<file path="config.mk">
export PLATFORM = sky130hd
export DESIGN_NAME = integer_to_ascii_formatter_top
export DESIGN_NICKNAME = d
export VERILOG_FILES = /design/src/itoa_pkg.sv /design/src/integer_to_ascii_formatter_top.sv /design/src/itoa_front.sv /design/src/itoa_dabble.sv /design/src/itoa_format.sv /design/src/itoa_serial.sv
export SDC_FILE = /design/constraint.sdc
export NUM_CORES = 1
export LEC_CHECK = 0
export BUFFER_PORTS_ARGS = -buffer_cell sky130_fd_sc_hd__buf_4
export CAP_MARGIN = 25
export CORE_MARGIN = 4
export CORE_UTILIZATION = 30
export CTS_CLUSTER_DIAMETER = 50
export DETAILED_ROUTE_END_ITERATION = 6
export GPL_TIMING_DRIVEN = 0
export SYNTH_ARGS = -nofsm -noshare
export SYNTH_HDL_FRONTEND = slang
export SYNTH_SLANG_ARGS = --single-unit
</file>
<file path="constraint.sdc">
create_clock -name clk -period 11.16 [get_ports clk]
set_clock_uncertainty 0.1 [all_clocks]
set_input_delay 0.558 -clock clk [delete_from_list [all_inputs] [get_ports clk]]
set_output_delay 0.558 -clock clk [all_outputs]
set_load 0.02 [all_outputs]
</file>
<file path="src/itoa_pkg.sv">
// Shared types, constants and helper functions of the integer to ASCII formatter.
package itoa_pkg;

  localparam int WordBits      = 32;
  localparam int CharBits      = 8;
  localparam int MaxChars      = 11;
  localparam int LenBits       = $clog2(MaxChars + 1);
  localparam int IdxBits       = $clog2(MaxChars);
  localparam int DecDigits     = 10;
  localparam int BcdBits       = 4 * DecDigits;
  localparam int StepsPerStage = 8;
  localparam int DabbleStages  = WordBits / StepsPerStage;
  localparam int HexDigits     = WordBits / 4;
  localparam int OctFullDigits = WordBits / 3;

  // Conversion kinds; codes 5 to 7 are unused and produce no text.
  typedef enum logic [2:0] {
    KIND_SDEC = 3'd0,
    KIND_UDEC = 3'd1,
    KIND_HEX  = 3'd2,
    KIND_OCT  = 3'd3,
    KIND_CHAR = 3'd4
  } kind_t;

  typedef logic [CharBits-1:0] char_t;

  localparam char_t CharMinus = 8'h2d;
  localparam char_t CharZero  = 8'h30;

  localparam char_t DigitTable [16] = '{
    8'h30, 8'h31, 8'h32, 8'h33, 8'h34, 8'h35, 8'h36, 8'h37,
    8'h38, 8'h39, 8'h61, 8'h62, 8'h63, 8'h64, 8'h65, 8'h66
  };

  // Payload through the decode and BCD conversion stages.
  typedef struct packed {
    logic [2:0]          kind;
    logic                neg;
    logic [WordBits-1:0] mag;
    logic [WordBits-1:0] shft;
    logic [BcdBits-1:0]  bcd;
  } conv_t;

  // Finished text: chars[0] goes out first.
  typedef struct packed {
    char_t [MaxChars-1:0] chars;
    logic [LenBits-1:0]   len;
  } text_t;

  function automatic char_t digit_char(input logic [3:0] d);
    return DigitTable[d];
  endfunction

  // One shift-and-add-3 step of binary to BCD conversion.
  function automatic logic [BcdBits-1:0] dabble_step(input logic [BcdBits-1:0] bcd,
                                                     input logic b);
    logic [BcdBits-1:0] adj;
    adj = bcd;
    for (int i = 0; i < DecDigits; i++) begin
      if (adj[4*i +: 4] >= 4'd5) adj[4*i +: 4] = adj[4*i +: 4] + 4'd3;
    end
    return {adj[BcdBits-2:0], b};
  endfunction

endpackage

</file>
<file path="src/integer_to_ascii_formatter_top.sv">
// Top level of the integer to ASCII formatter pipeline.
//
//  channel  | handshake             | payload
//  ---------+-----------------------+---------------------------
//  argument | arg_valid / arg_ready | req_type[2:0], value[31:0]
//  text     | chr_valid / chr_ready | char_out[7:0], last
//
// Each request passes decode, four BCD stages of eight bits, format and the
// output register before its first character goes out.
// A request of kinds 0 to 4 then sends 1 to 11 characters; the serializer and
// chr_ready set the rate. Kinds 5 to 7 produce no characters.
// Reset (rst, synchronous) empties every stage; no clearing pass is needed.
// A stall on the text channel backs up the stages; nothing is lost or repeated.
module integer_to_ascii_formatter_top import itoa_pkg::*; (
  input  logic                clk,
  input  logic                rst,
  input  logic                arg_valid,
  output logic                arg_ready,
  input  logic [2:0]          req_type,
  input  logic [WordBits-1:0] value,
  output logic                chr_valid,
  input  logic                chr_ready,
  output logic [CharBits-1:0] char_out,
  output logic                last
);

  logic  stg_valid [DabbleStages+1];
  logic  stg_ready [DabbleStages+1];
  conv_t stg_data  [DabbleStages+1];
  logic  fmt_valid;
  logic  fmt_ready;
  text_t fmt_data;

  itoa_front u_front (
    .clk       (clk),
    .rst       (rst),
    .in_valid  (arg_valid),
    .in_ready  (arg_ready),
    .req_type  (req_type),
    .value     (value),
    .out_valid (stg_valid[0]),
    .out_ready (stg_ready[0]),
    .out_data  (stg_data[0])
  );

  // BCD conversion chain
  for (genvar s = 0; s < DabbleStages; s++) begin : g_dabble
    itoa_dabble u_dabble (
      .clk       (clk),
      .rst       (rst),
      .in_valid  (stg_valid[s]),
      .in_ready  (stg_ready[s]),
      .in_data   (stg_data[s]),
      .out_valid (stg_valid[s+1]),
      .out_ready (stg_ready[s+1]),
      .out_data  (stg_data[s+1])
    );
  end

  itoa_format u_format (
    .clk       (clk),
    .rst       (rst),
    .in_valid  (stg_valid[DabbleStages]),
    .in_ready  (stg_ready[DabbleStages]),
    .in_data   (stg_data[DabbleStages]),
    .out_valid (fmt_valid),
    .out_ready (fmt_ready),
    .out_data  (fmt_data)
  );

  itoa_serial u_serial (
    .clk       (clk),
    .rst       (rst),
    .in_valid  (fmt_valid),
    .in_ready  (fmt_ready),
    .in_data   (fmt_data),
    .out_valid (chr_valid),
    .out_ready (chr_ready),
    .char_out  (char_out),
    .last      (last)
  );

endmodule

</file>
<file path="src/itoa_front.sv">
// Decode stage: selects the sign and magnitude of the argument word.
module itoa_front import itoa_pkg::*; (
  input  logic                clk,
  input  logic                rst,
  input  logic                in_valid,
  output logic                in_ready,
  input  logic [2:0]          req_type,
  input  logic [WordBits-1:0] value,
  output logic                out_valid,
  input  logic                out_ready,
  output conv_t               out_data
);

  logic  vld;
  conv_t data_next;

  assign in_ready  = !vld || out_ready;
  assign out_valid = vld;

  // negative only in signed decimal; the most negative word negates to itself
  always_comb begin
    data_next.kind = req_type;
    data_next.neg  = (req_type == KIND_SDEC) && value[WordBits-1];
    data_next.mag  = data_next.neg ? (~value + {{(WordBits-1){1'b0}}, 1'b1}) : value;
    data_next.shft = data_next.mag;
    data_next.bcd  = '0;
  end

  always_ff @(posedge clk) begin
    if (rst) begin
      vld <= 1'b0;
    end else if (in_ready) begin
      vld <= in_valid;
    end
  end

  always_ff @(posedge clk) begin
    if (in_valid && in_ready) out_data <= data_next;
  end

endmodule

</file>
<file path="src/itoa_dabble.sv">
// BCD conversion stage: shifts a group of magnitude bits into the BCD word.
module itoa_dabble import itoa_pkg::*; (
  input  logic  clk,
  input  logic  rst,
  input  logic  in_valid,
  output logic  in_ready,
  input  conv_t in_data,
  output logic  out_valid,
  input  logic  out_ready,
  output conv_t out_data
);

  logic  vld;
  conv_t data_next;

  assign in_ready  = !vld || out_ready;
  assign out_valid = vld;

  // consume the top bits of the shift copy, one per step
  always_comb begin
    data_next = in_data;
    for (int k = 0; k < StepsPerStage; k++) begin
      data_next.bcd  = dabble_step(data_next.bcd, data_next.shft[WordBits-1]);
      data_next.shft = {data_next.shft[WordBits-2:0], 1'b0};
    end
  end

  always_ff @(posedge clk) begin
    if (rst) begin
      vld <= 1'b0;
    end else if (in_ready) begin
      vld <= in_valid;
    end
  end

  always_ff @(posedge clk) begin
    if (in_valid && in_ready) out_data <= data_next;
  end

endmodule

</file>
<file path="src/itoa_format.sv">
// Format stage: picks digits for the kind, drops leading zeros, adds the sign.
module itoa_format import itoa_pkg::*; (
  input  logic  clk,
  input  logic  rst,
  input  logic  in_valid,
  output logic  in_ready,
  input  conv_t in_data,
  output logic  out_valid,
  input  logic  out_ready,
  output text_t out_data
);

  logic               vld;
  text_t              data_next;
  logic [3:0]         dig  [MaxChars];
  char_t              full [MaxChars];
  logic [LenBits-1:0] nd;
  logic [LenBits-1:0] sh;
  logic [LenBits:0]   pos;

  assign in_ready  = !vld || out_ready;
  assign out_valid = vld;

  // digit values, index 0 least significant
  always_comb begin
    for (int j = 0; j < MaxChars; j++) dig[j] = 4'd0;
    case (in_data.kind)
      KIND_HEX: begin
        for (int j = 0; j < HexDigits; j++) dig[j] = in_data.mag[4*j +: 4];
      end
      KIND_OCT: begin
        for (int j = 0; j < OctFullDigits; j++) dig[j] = {1'b0, in_data.mag[3*j +: 3]};
        dig[MaxChars-1] = {2'b00, in_data.mag[WordBits-1:WordBits-2]};
      end
      default: begin
        for (int j = 0; j < DecDigits; j++) dig[j] = in_data.bcd[4*j +: 4];
      end
    endcase
  end

  // significant digit count (zero still shows one digit), then left-align
  always_comb begin
    nd = LenBits'(1);
    for (int j = 1; j < MaxChars; j++) begin
      if (dig[j] != 4'd0) nd = LenBits'(j + 1);
    end
    for (int k = 0; k < MaxChars; k++) full[k] = digit_char(dig[MaxChars-1-k]);
    // a negative value has at most ten digits, so one slot is always free for '-'
    sh = LenBits'(MaxChars) - nd - {{(LenBits-1){1'b0}}, in_data.neg};

    data_next = '0;
    for (int k = 0; k < MaxChars; k++) begin
      pos = (LenBits+1)'(k) + {1'b0, sh};
      if (pos < (LenBits+1)'(MaxChars)) data_next.chars[k] = full[pos[IdxBits-1:0]];
      else data_next.chars[k] = CharZero;
    end

    case (in_data.kind)
      KIND_SDEC, KIND_UDEC, KIND_HEX, KIND_OCT: begin
        if (in_data.neg) data_next.chars[0] = CharMinus;
        data_next.len = nd + {{(LenBits-1){1'b0}}, in_data.neg};
      end
      KIND_CHAR: begin
        data_next.chars[0] = in_data.mag[CharBits-1:0];
        data_next.len      = LenBits'(1);
      end
      default: begin
        data_next.len = '0;
      end
    endcase
  end

  always_ff @(posedge clk) begin
    if (rst) begin
      vld <= 1'b0;
    end else if (in_ready) begin
      vld <= in_valid;
    end
  end

  always_ff @(posedge clk) begin
    if (in_valid && in_ready) out_data <= data_next;
  end

endmodule

</file>
<file path="src/itoa_serial.sv">
// Output serializer: sends the text of one request one character per cycle while out_ready is high.
module itoa_serial import itoa_pkg::*; (
  input  logic  clk,
  input  logic  rst,
  input  logic  in_valid,
  output logic  in_ready,
  input  text_t in_data,
  output logic  out_valid,
  input  logic  out_ready,
  output char_t char_out,
  output logic  last
);

  char_t [MaxChars-1:0] chars;
  logic [LenBits-1:0]   cnt;
  logic                 fire;

  assign out_valid = (cnt != '0);
  assign fire      = out_valid && out_ready;
  assign char_out  = chars[0];
  assign last      = (cnt == LenBits'(1));
  // take the next text while the final character of this one leaves
  assign in_ready  = (cnt == '0) || (last && out_ready);

  // remaining character count; an empty text loads as zero and vanishes
  always_ff @(posedge clk) begin
    if (rst) begin
      cnt <= '0;
    end else if (in_valid && in_ready) begin
      cnt <= in_data.len;
    end else if (fire) begin
      cnt <= cnt - LenBits'(1);
    end
  end

  always_ff @(posedge clk) begin
    if (in_valid && in_ready) begin
      chars <= in_data.chars;
    end else if (fire) begin
      chars <= {CharZero, chars[MaxChars-1:1]};
    end
  end

  a_cnt_range: assert property (@(posedge clk) disable iff (rst)
    cnt <= LenBits'(MaxChars))
    else $error("character count out of range");

  a_no_gap: assert property (@(posedge clk) disable iff (rst)
    (fire && !last) |=> out_valid)
    else $error("gap inside a conversion");

  a_load_len: assert property (@(posedge clk) disable iff (rst)
    (in_valid && in_ready) |=> (cnt == $past(in_data.len)))
    else $error("count does not match loaded text length");

  a_no_overwrite: assert property (@(posedge clk) disable iff (rst)
    (out_valid && !last) |-> !in_ready)
    else $error("text loaded over unsent characters");

endmodule
</file>
==> results.txt <==
----------------------------------------------------
[Run status]
  Status ... completed

[STA]
  Final-report hold violation count ... 0
  Final sum of negative setup slack ... 0 ns
  Clock period minus worst slack ... approximately 8.7 ns
  Worst Hold Margin ... ~0.050 ns
  Total of endpoints with negative setup slack in the final report ... 0
  Slew HR ... 30.4%
  Maximum clock frequency ... ~0.12 GHz
  Setup repair after global routing missed its margin ... false
  Share of the clock period used by the worst path after layout ... 77.7%
  Number of pins exceeding their max-slew limit in the final report ... 0
  Worst slew pin tran ... 1.04 ns

[Floorplanning]
  Area of the core region ... 130000 µm²
  Width of the die ... 370 µm
  I/O pin count ... 50
  Placement Rows ... about 130
  Die height ... between 300 and 400 µm
  Die area ... roughly 140000 µm²
  Starting density of the core ... a little under a third

[Synthesis]
  Post-synthesis async set-or-reset flop share ... 0%
  Avg Inst Size Synth ... 8.54 µm²
  Netlist area before placement ... 39400 µm²
  Library cell with the highest instance count after synthesis ... nand2_1
  Share of synthesized area occupied by flip-flops and latches ... 33.9%
  Count of cell types in the netlist ... 131
  Warning count from the yosys run ... 0
  Yosys top cell area share ... 33.4%
  Top cell types by occurrence after synthesis ... nand2_1 (604), edfxtp_1 (438), nor2_1 (429)
  Flip-flop and latch count after synthesis ... around 450
  Cell count after synthesis ... between 4000 and 5000
  Top cells by area in the synthesized netlist ... edfxtp_1 (33%), ha_1 (6.0%), nand2_1 (5.8%)
  Post-synth top flop ... edfxtp_1
  Net count after synthesis ... roughly 4800
  Number of flops mapped to enable cells by yosys ... roughly 440
  Post-synth top area cell ... edfxtp_1

[Run]
  Max-capacitance violation count ... 0

[Setup path]
  Buffering stage count on the worst path with inverters included ... 9
  Highest-delay cell along the critical path ... fa_1
  Critical Path End Type ... register
  Worst path arrival time ... between 8 and 9 ns
  Critical setup path kind ... reg2reg
  CP top delay family ... buffers and inverters
  Cells traversed along the worst timing path ... clkbuf_1, nand2b_1, clkbuf_1, clkbuf_1, clkbuf_1, nor2_1, a21oi_1, ha_1, and3_1, nand4_1, a41oi_1, nor2_1, o21ai_0, ha_1, inv_1, fa_1, clkbuf_1, clkinv_1, ha_1, clkbuf_1, o21ai_0, a221o_1, nor3_1, inv_1
  Data required time of the worst path ... between 10 and 15 ns
  Highest fanout seen on the critical path ... 12
  Cell seen most often among critical-path stages ... clkbuf_1
  Startpoint type of the worst setup path ... register
  Largest stage delay on the critical path ... 0.68 ns

[Place]
  Detailed placement HPWL ... 74700 µm
  Final GP Congestion ... 0.947
  Count of port buffers added during placement ... between 40 and 50

[Drt]
  DRC ... 0
  Avg WL per Cell ... 14.8 µm
  Wire length reported by the detailed router ... roughly 96000 µm
  Number of vias per cell after detailed routing ... roughly 5.2
  Number of vias in the routed layout ... around 34000
  Number of iterations in the first detailed-routing pass ... 6
  Drt initial violations ... approximately 2500
  Remaining antenna violation count ... 0

[Final layout]
  Final-layout fill cell count ... 13400
  Final net count ... between 4000 and 5000
  P&R area growth vs syn ... 12.3%
  Fraction of final layout cells with drive strength greater than 1 ... ~9%
  Antenna diode instance count ... 0

[Clock network]
  CTS resizes ... 0
  Clock Latency Late Sink ... 0.65 ns
  Clock tree from TritonCTS ... yes
  Worst-path clk slew ... roughly 0.06 ns
  Root Driver ... clkbuf_16
  Clock buffer count from CTS ... 59
  CTS Sinks ... 448
  H-Tree Depth ... 2
  Maximum root-to-sink buffer count ... 3

[Hold path]
  HP Class ... in2reg

[Global routing]
  Number of global-route vias before repair ... around 32000
  Maximum number of pins on one net before global-route repair ... 68
  Global-route wire length before repair ... around 160000 µm
  Total congestion overflow ... 0
  Overall routing resource usage ... approximately 14%
  Antenna violations before repair ... 1

----------------------------------------------------
==> final timing paths <==
kind                                      startpoint                                 to  slack [ns]  cells past startpoint
setup reg to reg  g_dabble[3].u_dabble.out_data[107]              u_format.out_data[80]        2.49                     24
hold reg to reg    g_dabble[0].u_dabble.out_data[76]  g_dabble[1].u_dabble.out_data[76]        0.31                      0
setup / recovery  g_dabble[3].u_dabble.out_data[107]              u_format.out_data[80]        2.49                     24
hold / removal                             arg_valid                  u_front.out_valid        0.05                      3
==> cell type report <==
class	count	area (µm²)	area share, %
multi-input cells	3719	24400	55.0
repair buffers	65	639	1.44
well taps	1742	2180	4.92
clock inverters	33	367	0.828
plain buffers	179	751	1.70
clock buffers	77	1610	3.63
flip-flops and latches	448	13400	30.2
inverters	267	1000	2.27
==> repair_timing <==
item,CTS,global route
endpoints found under the hold margin,4,0
hold buffers,4,0
setup buffers,0,0
setup endpoints to repair,0,0
==> kinds of logic after synthesis <==
kind of cell / share of synthesized area (%)
DFF: 33.9
adders and majority gates: 6.20
and+or+nand+nor: 20.3
AOI/OAI and AO/OA: 23.5
muxes: 7.31
buffers and inverters: 4.45
xor gates and xnor gates: 4.33
==> registers in the layout, indices dropped and copies added (netlist names) <==
| name | flops |
|---|---|
| u_serial.cnt | 4 |
| g_dabble.u_dabble.out_valid | 4 |
| u_format.out_valid | 1 |
| u_format.out_data | 82 |
| u_serial.chars | 70 |
| u_serial.char_out | 8 |
| u_front.out_valid | 1 |
| g_dabble.u_dabble.out_data | 242 |
| u_front.out_data | 36 |
==> metrics by stage <==
stage | setup slack [ns] | area, µm² | util, % | cells
floorplan | 3.48 | 39400 | - | 4613
global placement | 0.892 | 42000 | 32.3 | 6403
detailed placement | 2.56 | 42200 | 32.5 | 6416
CTS | 2.53 | 44300 | 34.1 | 6530
global route | 1.94 | 44300 | 34.1 | 6530
finish | 2.49 | 44300 | 34.1 | 6530
==> layer usage <==
layer / up-vias / part of all wire (%) / track usage (%)
met5: - / 0 / 0
met2: 704 / 47 / 22.8
met3: 126 / 4.5 / 1.74
met1: 16100 / 47 / 18.3
met4: 0 / 2.2 / 3.55
li1: 17300 / - / -
==> cells in the final DEF (no fill, tap or decap), types with 75 or more instances in the layout <==
master and n:
o21ai_0 262, edfxtp_1 438, inv_1 246, nand3_1 105
a21oi_1 335, and2_1 78, a31oi_1 75, ha_1 189
clkbuf_1 151, xnor2_1 110, nor2_1 429, nor3_1 104
nand2_1 604, nand2b_1 92, mux2i_1 199
==> tightest hold or removal path, cell delays in order <==
cell and delay (ns):
buf_4 0.08, inv_1 0.03, a21oi_1 0.10
Power is not shown: default switching activity piles up to over one toggle a cycle in this logic, so the estimate is an artifact.
